### config.mk
export PLATFORM = sky130hd
export DESIGN_NAME = hw_thread_context_scheduler_core
export DESIGN_NICKNAME = d
export VERILOG_FILES = /design/src/hw/rtl/htcs_pkg.sv /design/src/hw/rtl/hw_thread_context_scheduler_core.sv /design/src/hw/rtl/htcs_slot_ram.sv
export SDC_FILE = /design/constraint.sdc
export NUM_CORES = 1
export LEC_CHECK = 0
export ABC_AREA = 1
export BUFFER_PORTS_ARGS = -buffer_cell sky130_fd_sc_hd__clkbuf_2
export CELL_PAD_IN_SITES_DETAIL_PLACEMENT = 0
export CELL_PAD_IN_SITES_GLOBAL_PLACEMENT = 1
export CORE_ASPECT_RATIO = 0.9
export CORE_UTILIZATION = 50
export CTS_CLUSTER_SIZE = 14
export DETAILED_ROUTE_END_ITERATION = 6
export GPL_ROUTABILITY_DRIVEN = 0
export PLACE_DENSITY_LB_ADDON = 0.1
export SLEW_MARGIN = 20
export SYNTH_ARGS = -nofsm -noshare
export SYNTH_HDL_FRONTEND = slang
export SYNTH_SLANG_ARGS = --single-unit
### constraint.sdc
create_clock -name clk -period 5.05 [get_ports clk]
set_clock_uncertainty 0.2 [all_clocks]
set_input_delay 1.515 -clock clk [delete_from_list [all_inputs] [get_ports clk]]
set_output_delay 1.515 -clock clk [all_outputs]
set_load 0.01 [all_outputs]
### src/hw/rtl/htcs_pkg.sv
// Package for the hardware thread context scheduler.
// Holds request and event codes, slot flag bits and default sizes.
// No dependencies.
package htcs_pkg;

    localparam int MaxMappedDefault = 8;
    localparam logic [31:0] QuantumReset = 32'd100000;

    localparam logic [1:0] REQ_MAP   = 2'd0;
    localparam logic [1:0] REQ_STAT  = 2'd1;
    localparam logic [1:0] REQ_TICK  = 2'd2;
    localparam logic [1:0] REQ_DRAIN = 2'd3;

    localparam logic [3:0] EV_DONE     = 4'd0;
    localparam logic [3:0] EV_SIGNAL   = 4'd1;
    localparam logic [3:0] EV_EVICTED  = 4'd2;
    localparam logic [3:0] EV_UNMAP    = 4'd3;
    localparam logic [3:0] EV_FREED    = 4'd4;
    localparam logic [3:0] EV_ALLOC    = 4'd5;
    localparam logic [3:0] EV_RENEW    = 4'd6;
    localparam logic [3:0] EV_FULL     = 4'd7;
    localparam logic [3:0] EV_UNKNOWN  = 4'd8;

    localparam int FlagRun = 0;
    localparam int FlagFin = 1;
    localparam int FlagAff = 2;

    typedef struct packed {
        logic [7:0]  ctx;
        logic [7:0]  prio;
        logic [2:0]  flags;
        logic [31:0] evicted_at;
    } slot_entry_t;

endpackage

### src/hw/rtl/hw_thread_context_scheduler_core.sv
// Top level of the hardware thread context scheduler.
// Busy covers a search of the mapped contexts for a map or status item, at most a read
// and write of the current slot for a drain, and the peer, unmap and compaction, and
// allocation passes through the slot memory for a tick; the final beat comes as busy falls.
// Each result beat is shown for one cycle, and the receiver cannot stall.
// Reset is asynchronous: the table empties, quantum returns to 100000.
module hw_thread_context_scheduler_core #(
    parameter int MaxMapped = htcs_pkg::MaxMappedDefault
) (
    input  logic        clk,
    input  logic        rst_n,
    input  logic        cfg_we,
    input  logic [31:0] cfg_wdata,
    input  logic        start,
    output logic        busy,
    input  logic [1:0]  req_type,
    input  logic [7:0]  ctx_id,
    input  logic [7:0]  priority_req,
    input  logic        is_running,
    input  logic        is_finished,
    input  logic        has_affinity,
    input  logic [31:0] now_cycle,
    input  logic        pipe_empty,
    output logic        result_valid,
    output logic [3:0]  event_kind,
    output logic [7:0]  event_ctx,
    output logic        last_event
);

    localparam int AW = (MaxMapped > 1) ? $clog2(MaxMapped) : 1;
    localparam int CW = $clog2(MaxMapped + 1);
    localparam logic [CW-1:0] CntMax = CW'(MaxMapped);

    typedef enum logic [4:0] {
        S_IDLE, S_FIND_RD, S_FIND_CHK, S_MAP_WR, S_TK_CUR_RD, S_TK_CUR,
        S_TK_PEER_RD, S_TK_PEER, S_TK_DEC, S_TK_FIN_RD, S_TK_FIN,
        S_UN_RD, S_UN_CHK, S_SH_RD, S_SH_WR, S_AL_RD, S_AL_CHK, S_AL_DONE,
        S_EMIT_DONE, S_DR_RD, S_DR_WR
    } state_t;

    state_t             state_reg;
    logic [31:0]        quantum_reg;
    logic [CW-1:0]      count_reg;
    logic               has_cur_reg;
    logic [AW-1:0]      cur_reg;
    logic [31:0]        alloc_start_reg;
    logic               pend_reg;
    logic [1:0]         req_reg;
    logic [7:0]         id_reg;
    logic [7:0]         prio_reg;
    logic [2:0]         fl_reg;
    logic [31:0]        now_reg;
    logic               pipe_reg;
    logic [CW-1:0]      idx_reg;
    logic [CW-1:0]      wr_reg;
    htcs_pkg::slot_entry_t cur_ent_reg;
    logic               peer_ge_reg;
    logic               peer_gt_reg;
    logic               sel_ok_reg;
    logic [AW-1:0]      sel_reg;
    htcs_pkg::slot_entry_t sel_ent_reg;
    logic               rv_reg;
    logic [3:0]         kind_reg;
    logic [7:0]         ectx_reg;
    logic               last_reg;
    logic               hold_vld_reg;
    logic [3:0]         hold_kind_reg;
    logic [7:0]         hold_ctx_reg;

    logic                  we;
    logic [AW-1:0]         waddr;
    htcs_pkg::slot_entry_t wdata;
    logic [AW-1:0]         raddr;
    htcs_pkg::slot_entry_t rdata;

    htcs_slot_ram #(.Depth(MaxMapped), .AddrW(AW)) u_ram (
        .clk(clk), .we(we), .waddr(waddr), .wdata(wdata),
        .raddr(raddr), .rdata(rdata)
    );

    logic [AW-1:0] idx_a;
    logic [AW-1:0] wr_a;
    logic          idx_is_cur;
    logic          cur_is_valid;
    logic          expired;
    assign idx_a = idx_reg[AW-1:0];
    assign wr_a  = wr_reg[AW-1:0];
    assign idx_is_cur = has_cur_reg && (CW'(cur_reg) == idx_reg);
    assign cur_is_valid = has_cur_reg && (CW'(cur_reg) < count_reg);
    assign expired = (now_reg - alloc_start_reg) >= quantum_reg;

    always_comb
    begin
        we = 1'b0;
        waddr = idx_a;
        wdata = rdata;
        raddr = idx_a;
        case (state_reg)
            S_MAP_WR:
            begin
                we = 1'b1;
                wdata.ctx = id_reg;
                wdata.prio = prio_reg;
                wdata.flags = fl_reg;
                if (idx_reg < count_reg)
                begin
                    waddr = idx_a;
                    wdata.evicted_at = rdata.evicted_at;
                end
                else
                begin
                    waddr = count_reg[AW-1:0];
                    wdata.evicted_at = '0;
                end
            end
            S_TK_CUR_RD, S_TK_FIN_RD, S_DR_RD: raddr = cur_reg;
            S_TK_FIN, S_DR_WR:
            begin
                we = 1'b1;
                waddr = cur_reg;
                wdata.evicted_at = now_reg;
            end
            S_SH_WR:
            begin
                we = 1'b1;
                waddr = wr_a;
            end
            default: ;
        endcase
    end

    always_ff @(posedge clk or negedge rst_n)
    begin
        if (!rst_n)
        begin
            state_reg <= S_IDLE;
            quantum_reg <= htcs_pkg::QuantumReset;
            count_reg <= '0;
            has_cur_reg <= 1'b0;
            cur_reg <= '0;
            alloc_start_reg <= '0;
            pend_reg <= 1'b0;
            rv_reg <= 1'b0;
            kind_reg <= '0;
            ectx_reg <= '0;
            last_reg <= 1'b0;
            hold_vld_reg <= 1'b0;
            hold_kind_reg <= '0;
            hold_ctx_reg <= '0;
            req_reg <= '0;
            id_reg <= '0;
            prio_reg <= '0;
            fl_reg <= '0;
            now_reg <= '0;
            pipe_reg <= 1'b0;
            idx_reg <= '0;
            wr_reg <= '0;
            cur_ent_reg <= '0;
            peer_ge_reg <= 1'b0;
            peer_gt_reg <= 1'b0;
            sel_ok_reg <= 1'b0;
            sel_reg <= '0;
            sel_ent_reg <= '0;
        end
        else
        begin
            rv_reg <= 1'b0;
            last_reg <= 1'b0;
            if (cfg_we)
            begin
                quantum_reg <= cfg_wdata;
            end
            case (state_reg)
                S_IDLE:
                begin
                    if (start)
                    begin
                        req_reg <= req_type;
                        id_reg <= ctx_id;
                        prio_reg <= priority_req;
                        fl_reg <= {has_affinity, is_finished, is_running};
                        now_reg <= now_cycle;
                        pipe_reg <= pipe_empty;
                        idx_reg <= '0;
                        wr_reg <= '0;
                        case (req_type)
                            htcs_pkg::REQ_MAP, htcs_pkg::REQ_STAT:
                                state_reg <= S_FIND_RD;
                            htcs_pkg::REQ_TICK:
                            begin
                                if (cur_is_valid && !pend_reg)
                                begin
                                    state_reg <= S_TK_CUR_RD;
                                end
                                else
                                begin
                                    state_reg <= S_UN_RD;
                                end
                            end
                            default:
                            begin
                                if (pend_reg && has_cur_reg)
                                begin
                                    state_reg <= S_DR_RD;
                                end
                                else
                                begin
                                    pend_reg <= 1'b0;
                                    state_reg <= S_EMIT_DONE;
                                end
                            end
                        endcase
                    end
                end
                S_FIND_RD:
                begin
                    if (idx_reg < count_reg)
                    begin
                        state_reg <= S_FIND_CHK;
                    end
                    else if (req_reg == htcs_pkg::REQ_STAT)
                    begin
                        rv_reg <= 1'b1;
                        kind_reg <= htcs_pkg::EV_UNKNOWN;
                        ectx_reg <= id_reg;
                        last_reg <= 1'b1;
                        state_reg <= S_IDLE;
                    end
                    else if (count_reg >= CntMax)
                    begin
                        rv_reg <= 1'b1;
                        kind_reg <= htcs_pkg::EV_FULL;
                        ectx_reg <= id_reg;
                        last_reg <= 1'b1;
                        state_reg <= S_IDLE;
                    end
                    else
                    begin
                        state_reg <= S_MAP_WR;
                    end
                end
                S_FIND_CHK:
                begin
                    if (rdata.ctx == id_reg)
                    begin
                        state_reg <= S_MAP_WR;
                    end
                    else
                    begin
                        idx_reg <= idx_reg + 1'b1;
                        state_reg <= S_FIND_RD;
                    end
                end
                S_MAP_WR:
                begin
                    if (idx_reg >= count_reg)
                    begin
                        count_reg <= count_reg + 1'b1;
                    end
                    rv_reg <= 1'b1;
                    kind_reg <= htcs_pkg::EV_DONE;
                    ectx_reg <= id_reg;
                    last_reg <= 1'b1;
                    state_reg <= S_IDLE;
                end
                S_TK_CUR_RD:
                begin
                    peer_ge_reg <= 1'b0;
                    peer_gt_reg <= 1'b0;
                    state_reg <= S_TK_CUR;
                end
                S_TK_CUR:
                begin
                    cur_ent_reg <= rdata;
                    state_reg <= S_TK_PEER_RD;
                end
                S_TK_PEER_RD:
                begin
                    if (idx_reg < count_reg)
                    begin
                        state_reg <= S_TK_PEER;
                    end
                    else
                    begin
                        state_reg <= S_TK_DEC;
                    end
                end
                S_TK_PEER:
                begin
                    if (!idx_is_cur && rdata.flags[htcs_pkg::FlagRun])
                    begin
                        if (rdata.prio > cur_ent_reg.prio)
                        begin
                            peer_gt_reg <= 1'b1;
                            peer_ge_reg <= 1'b1;
                        end
                        if (rdata.prio == cur_ent_reg.prio)
                        begin
                            peer_ge_reg <= 1'b1;
                        end
                    end
                    idx_reg <= idx_reg + 1'b1;
                    state_reg <= S_TK_PEER_RD;
                end
                S_TK_DEC:
                begin
                    idx_reg <= '0;
                    wr_reg <= '0;
                    state_reg <= S_UN_RD;
                    if (!cur_ent_reg.flags[htcs_pkg::FlagRun] ||
                        !cur_ent_reg.flags[htcs_pkg::FlagAff] ||
                        (expired && count_reg != CW'(1) && peer_ge_reg) ||
                        (!expired && peer_gt_reg))
                    begin
                        pend_reg <= 1'b1;
                        hold_vld_reg <= 1'b1;
                        hold_kind_reg <= htcs_pkg::EV_SIGNAL;
                        hold_ctx_reg <= cur_ent_reg.ctx;
                        if (pipe_reg)
                        begin
                            state_reg <= S_TK_FIN_RD;
                        end
                    end
                    else if (expired)
                    begin
                        alloc_start_reg <= now_reg;
                        hold_vld_reg <= 1'b1;
                        hold_kind_reg <= htcs_pkg::EV_RENEW;
                        hold_ctx_reg <= cur_ent_reg.ctx;
                        if (count_reg == CW'(1))
                        begin
                            state_reg <= S_EMIT_DONE;
                        end
                    end
                end
                S_TK_FIN_RD: state_reg <= S_TK_FIN;
                S_TK_FIN:
                begin
                    rv_reg <= hold_vld_reg;
                    kind_reg <= hold_kind_reg;
                    ectx_reg <= hold_ctx_reg;
                    hold_vld_reg <= 1'b1;
                    hold_kind_reg <= htcs_pkg::EV_EVICTED;
                    hold_ctx_reg <= rdata.ctx;
                    has_cur_reg <= 1'b0;
                    pend_reg <= 1'b0;
                    state_reg <= S_UN_RD;
                end
                S_UN_RD:
                begin
                    if (idx_reg < count_reg)
                    begin
                        state_reg <= S_UN_CHK;
                    end
                    else
                    begin
                        count_reg <= wr_reg;
                        idx_reg <= '0;
                        sel_ok_reg <= 1'b0;
                        if (has_cur_reg)
                        begin
                            state_reg <= S_EMIT_DONE;
                        end
                        else
                        begin
                            state_reg <= S_AL_RD;
                        end
                    end
                end
                S_UN_CHK:
                begin
                    if (!idx_is_cur && (!rdata.flags[htcs_pkg::FlagAff] ||
                                        rdata.flags[htcs_pkg::FlagFin]))
                    begin
                        rv_reg <= hold_vld_reg;
                        kind_reg <= hold_kind_reg;
                        ectx_reg <= hold_ctx_reg;
                        hold_vld_reg <= 1'b1;
                        hold_kind_reg <= rdata.flags[htcs_pkg::FlagFin] ?
                                         htcs_pkg::EV_FREED : htcs_pkg::EV_UNMAP;
                        hold_ctx_reg <= rdata.ctx;
                        idx_reg <= idx_reg + 1'b1;
                        state_reg <= S_UN_RD;
                    end
                    else
                    begin
                        if (idx_is_cur)
                        begin
                            cur_reg <= wr_a;
                        end
                        state_reg <= S_SH_WR;
                    end
                end
                S_SH_WR:
                begin
                    wr_reg <= wr_reg + 1'b1;
                    idx_reg <= idx_reg + 1'b1;
                    state_reg <= S_UN_RD;
                end
                S_AL_RD:
                begin
                    if (idx_reg < count_reg)
                    begin
                        state_reg <= S_AL_CHK;
                    end
                    else
                    begin
                        state_reg <= S_AL_DONE;
                    end
                end
                S_AL_CHK:
                begin
                    if (rdata.flags[htcs_pkg::FlagAff] &&
                        rdata.flags[htcs_pkg::FlagRun] &&
                        (!sel_ok_reg ||
                         (sel_ent_reg.evicted_at > rdata.evicted_at &&
                          rdata.prio >= sel_ent_reg.prio)))
                    begin
                        sel_ok_reg <= 1'b1;
                        sel_reg <= idx_a;
                        sel_ent_reg <= rdata;
                    end
                    idx_reg <= idx_reg + 1'b1;
                    state_reg <= S_AL_RD;
                end
                S_AL_DONE:
                begin
                    if (sel_ok_reg)
                    begin
                        has_cur_reg <= 1'b1;
                        cur_reg <= sel_reg;
                        alloc_start_reg <= now_reg;
                        pend_reg <= 1'b0;
                        rv_reg <= hold_vld_reg;
                        kind_reg <= hold_kind_reg;
                        ectx_reg <= hold_ctx_reg;
                        hold_vld_reg <= 1'b1;
                        hold_kind_reg <= htcs_pkg::EV_ALLOC;
                        hold_ctx_reg <= sel_ent_reg.ctx;
                    end
                    state_reg <= S_EMIT_DONE;
                end
                S_EMIT_DONE:
                begin
                    rv_reg <= 1'b1;
                    last_reg <= 1'b1;
                    if (hold_vld_reg)
                    begin
                        kind_reg <= hold_kind_reg;
                        ectx_reg <= hold_ctx_reg;
                    end
                    else
                    begin
                        kind_reg <= htcs_pkg::EV_DONE;
                        ectx_reg <= '0;
                    end
                    hold_vld_reg <= 1'b0;
                    state_reg <= S_IDLE;
                end
                S_DR_RD: state_reg <= S_DR_WR;
                S_DR_WR:
                begin
                    rv_reg <= 1'b1;
                    kind_reg <= htcs_pkg::EV_EVICTED;
                    ectx_reg <= rdata.ctx;
                    last_reg <= 1'b1;
                    has_cur_reg <= 1'b0;
                    pend_reg <= 1'b0;
                    state_reg <= S_IDLE;
                end
                default: state_reg <= S_IDLE;
            endcase
        end
    end

    assign busy = (state_reg != S_IDLE);
    assign result_valid = rv_reg;
    assign event_kind = kind_reg;
    assign event_ctx = ectx_reg;
    assign last_event = last_reg;

    assert property (@(posedge clk) disable iff (!rst_n)
        result_valid && last_event |=> !result_valid)
        else $error("beat after final beat of an item");

    assert property (@(posedge clk) disable iff (!rst_n)
        count_reg <= CntMax)
        else $error("slot count exceeds table size");

    assert property (@(posedge clk) disable iff (!rst_n)
        (state_reg == S_IDLE) |-> !hold_vld_reg)
        else $error("held beat left over at idle");

endmodule

### src/hw/rtl/htcs_slot_ram.sv
// Slot table memory of the thread scheduler: one write port, one read port.
// Read data is registered. Uses htcs_pkg.
module htcs_slot_ram #(
    parameter int Depth = htcs_pkg::MaxMappedDefault,
    parameter int AddrW = $clog2(Depth)
) (
    input  logic                  clk,
    input  logic                  we,
    input  logic [AddrW-1:0]      waddr,
    input  htcs_pkg::slot_entry_t wdata,
    input  logic [AddrW-1:0]      raddr,
    output htcs_pkg::slot_entry_t rdata
);

    htcs_pkg::slot_entry_t mem [Depth];

    always_ff @(posedge clk)
    begin
        if (we)
        begin
            mem[waddr] <= wdata;
        end
        rdata <= mem[raddr];
    end

endmodule

==> results.md <==
- Nets: approximately 3.4k
- Setup violators final: 0
- Starting density of the core: 0.5060
- Post-synthesis sequential area ratio: 0.6063
- Post-DRT Antenna Nets: 0
- CTS sink count: 697
- #FFs+latches synth: 697
- Synth unique cells: 56
- Syn Area/Cell: 10.33 um^2
- # fillers: ~5.5k
- CP most frequent cell: nand2_1
- CTS Root Buffer Type: clkbuf_16
- WP depth: 22
- Hold Crit Class: reg2reg
- CP startpoint kind: flip-flop
- Worst EP required: ~5.4 ns
- Top FF cell, synth: edfxtp_1
- Die Y: roughly 240 um
- CP max-delay cell: dfrtp_1
- DIE AREA: 64470 um^2
- Worst path top cell family by delay: compound AO/OA/AOI/OAI gates
- Number of port buffers: about 100
- Drt pass-1 iters: 6
- Syn. warnings: 0
- Hold Crit Start: alloc_start_reg[4]
- P_leak: 14.61 nW
- Vias in the first global route: about 22k
- R2r setup slk: 0.43 ns
- Tot Pwr: 0.02340 W
- Hold Fails Final Rpt: 0
- Sum Neg Setup Slack: 0 ns
- Row count: 87
- DR iter-0 viols: 1754
- Pin count of the biggest net entering global routing: around 130
- Final cell count without fillers: 4063
- Routed WL: 80150 um
- Drt via density: 5.486
- Actual slew at the worst max-slew pin: 1.073 ns
- Synthesis-to-finish area growth: 12.52%
- DRC violations left: 0
- Slew HR: 0.2771
- Global-route wire length before repair: 124700 um
- Number of synthesized flops with an enable pin: roughly 410
- Core area: between 60000 and 70000 um^2
- Via count: 22.29k
- Cts repair resizes: 0
- Worst setup EP type: flip-flop
- # Post-CTS Setup Buffers: 0
- Pwr dens: 655.5 nW/um^2
- Mapped cell area: 31730 um^2
- Hold EP: alloc_start_reg[4]
- Clock latency on the worst-skew pair: about 0.62 ns
- CTS H-tree depth: 3
- Critical path arrival: between 4 and 5 ns
- Reg2reg path depth: 22
- Cts bufs inserted: 73
- Worst Path Buf+Inv: 1
- Gr ovfl total: 0
- Post-CTS Hold Buffers: 0
- Share of layout cells above drive strength 1: 0.1119
- Cell Chain, Critical Path: ha_1 > nand3_1 > nand2_1 > a21oi_1 > o21ai_0 > a21boi_0 > o21ai_0 > nand3_1 > nand3_1 > nand2_1 > ha_1 > a21oi_1 > o21ai_0 > a21o_1 > nor2_1 > nand2_1 > nand2_1 > nand4_1 > nand2_1 > buf_4 > nand3_1 > nand2_1
- Routed WL per cell: 19.73 um
- Max Slew Vio Count: 0
- Initial antenna violation count: 1
- I/O pins: roughly 110
- Crit path time final: 4.615 ns
- Syn nets: 3286
- Antenna Cells: 0
- Status: finished, final reports clean
- Core Util, Final: 0.5694
- Peak VDD IR: 0.2689 mV
- Hpwl dp: ~51000 um
- MaxCap Viol Count: 0
- Post-synthesis cell count: 3073
- Fmax: 216.7 MHz
- CTS tree: built
- Reg clk slew, reported paths: 0.06 ns
- CP max FO: 32
- Largest register FFs: about 410
- Max incr delay on CP: 0.42 ns
- Reg-to-Reg Start: now_reg[2]
- CTS Buffer Depth: 3
- RR Endpoint: alloc_start_reg[17]
- Hold Path Cell Cnt: 2
- Asr flop ratio synth: 0.3415
- Placed Instances: between 3k and 4k
- Die W: 267.5 um
- Final period util: 0.9139
- Crit path kind: reg2reg
- Total Routing Usage GR: 0.2522
- RSZ-0062 raised after global routing: false
## cells by family after synthesis
kind of cell               Yosys count  synth area share
adders and majority gates          123           0.04874
and+or+nand+nor                   1155            0.1543
xor gates and xnor gates            41           0.01132
muxes                                1         0.0003549
buffers and inverters              374           0.04842
DFF                                697            0.6063
AOI/OAI and AO/OA                  682            0.1306
## cell usage after synthesis (2+ instances only)
| library cell | n | share of area |
|---|---|---|
| nand2_1 | 729 | 0.086 |
| edfxtp_1 | 408 | 0.39 |
| o21ai_0 | 285 | 0.045 |
| dfrtp_1 | 232 | 0.18 |
| inv_1 | 230 | 0.027 |
| nor2_1 | 145 | 0.017 |
| nand3_1 | 126 | 0.020 |
| ha_1 | 122 | 0.048 |
| a21oi_1 | 120 | 0.019 |
| o211ai_1 | 111 | 0.026 |
| clkbuf_1 | 75 | 0.0089 |
| o21a_1 | 56 | 0.013 |
| or2_2 | 54 | 0.011 |
| dfxtp_1 | 51 | 0.032 |
| o2bb2ai_1 | 51 | 0.014 |
| or2_1 | 49 | 0.0097 |
| buf_2 | 48 | 0.0076 |
| xor2_1 | 23 | 0.0063 |
| o21ai_1 | 20 | 0.0032 |
| nand4_1 | 19 | 0.0037 |
| xnor2_1 | 18 | 0.0050 |
| nor3_1 | 14 | 0.0022 |
| o22ai_1 | 9 | 0.0018 |
| buf_6 | 8 | 0.0028 |
| a31oi_1 | 6 | 0.0012 |
| dfstp_2 | 6 | 0.0050 |
| nor2_2 | 6 | 0.0012 |
| inv_2 | 5 | 0.00059 |
| a21o_1 | 4 | 0.00095 |
| nor4_1 | 4 | 0.00079 |
| o2111ai_1 | 4 | 0.0011 |
| o221a_2 | 4 | 0.0014 |
| a21boi_0 | 2 | 0.00047 |
| buf_4 | 2 | 0.00047 |
| clkbuf_2 | 2 | 0.00032 |
| clkinv_1 | 2 | 0.00024 |
| nand2_2 | 2 | 0.00039 |
| nor3_4 | 2 | 0.0010 |
| nor3b_1 | 2 | 0.00047 |
## placed cells by master, fill, tap and decap left out, types with 5 or more instances in the layout
cell       Yosys  routed
o2bb2ai_1     51      51
o22ai_1        9       9
clkinv_2       0      16
clkbuf_1      75      14
dfrtp_1      232     232
or2_2         54      54
nand4_1       19      19
o21ai_0      285     284
nand2_1      729     728
buf_12         0      13
a31oi_1        6       6
clkbuf_16      0      75
nor2_2         6       7
bufinv_16      0       5
dfstp_2        6       6
o21a_1        56      56
ha_1         122     122
clkbuf_8       0      12
xnor2_1       18      18
inv_1        230     230
nor2_4         1      10
edfxtp_1     408     408
dfxtp_1       51      51
clkinv_1       2       9
or2_1         49      49
o21ai_1       20      20
nand3_1      126     125
a21oi_1      120     120
o211ai_1     111     111
xor2_1        23      23
nor2_1       145     135
buf_4          2      30
clkbuf_2       2     103
nor3_1        14      14
## per-stage QoR
stage                     hold WS [ns]  worst slack [ns]  instance area (um^2)
final                           0.2713            0.4349                 35700
after detailed placement        0.2586            0.4591                 33260
after global placement          0.2569            0.6055                 33260
after floorplan                 0.2419            0.4984                 31730
after global routing            0.2889            0.1053                 35700
after CTS                       0.2734            0.4412                 35700
## worst reg2reg max path, stage by stage (launching register included)
cell and delay (ns):
dfrtp_1 0.42, ha_1 0.38, nand3_1 0.09, nand2_1 0.10
a21oi_1 0.12, o21ai_0 0.38, a21boi_0 0.22, o21ai_0 0.34
nand3_1 0.16, nand3_1 0.10, nand2_1 0.06, ha_1 0.29
a21oi_1 0.18, o21ai_0 0.10, a21o_1 0.17, nor2_1 0.18
nand2_1 0.14, nand2_1 0.12, nand4_1 0.11, nand2_1 0.12
buf_4 0.33, nand3_1 0.15, nand2_1 0.09
## worst max-delay path by stage
stage                       from                   to  slack, ns
detailed placement    now_reg[2]  alloc_start_reg[30]       0.46
finish                now_reg[2]  alloc_start_reg[17]       0.43
global route          now_reg[2]  alloc_start_reg[16]       0.11
CTS                   now_reg[2]  alloc_start_reg[17]       0.44
floorplan           count_reg[1]      u_ram.mem[0][0]       0.50
global placement      now_reg[2]  alloc_start_reg[12]       0.61
## final cells by class
type / count / area [um^2] / share of cell area
Clock buffer: 101 / 2095 / 0.05867
Multi-Input combinational cell: 2002 / 11050 / 0.3096
Clock inverter: 33 / 344.1 / 0.009638
Inverter: 238 / 899.6 / 0.02520
Sequential cell: 697 / 19240 / 0.5388
Tap cell: 845 / 1057 / 0.02961
Timing Repair Buffer: 147 / 1016 / 0.02846
## where the power goes
| group | total (W) | internal [W] | switching (W) | leakage [nW] |
|---|---|---|---|---|
| Sequential | 0.00881 | 0.00806 | 0.000755 | 7.20 |
| Combinational | 0.00919 | 0.00315 | 0.00603 | 6.21 |
| Clock | 0.00540 | 0.00317 | 0.00223 | 1.20 |
| Total | 0.0234 | 0.0144 | 0.00902 | 14.6 |
## routing by layer
layer,GRT usage,part of all wire,vias to the layer above
met4,0.05939,0.015,0
met3,0.03214,0.046,86
met2,0.3899,0.45,478
met1,0.3788,0.49,10970
li1,-,-,10760
met5,0,0,-
Note: power is estimated with default switching activity, not from simulation.
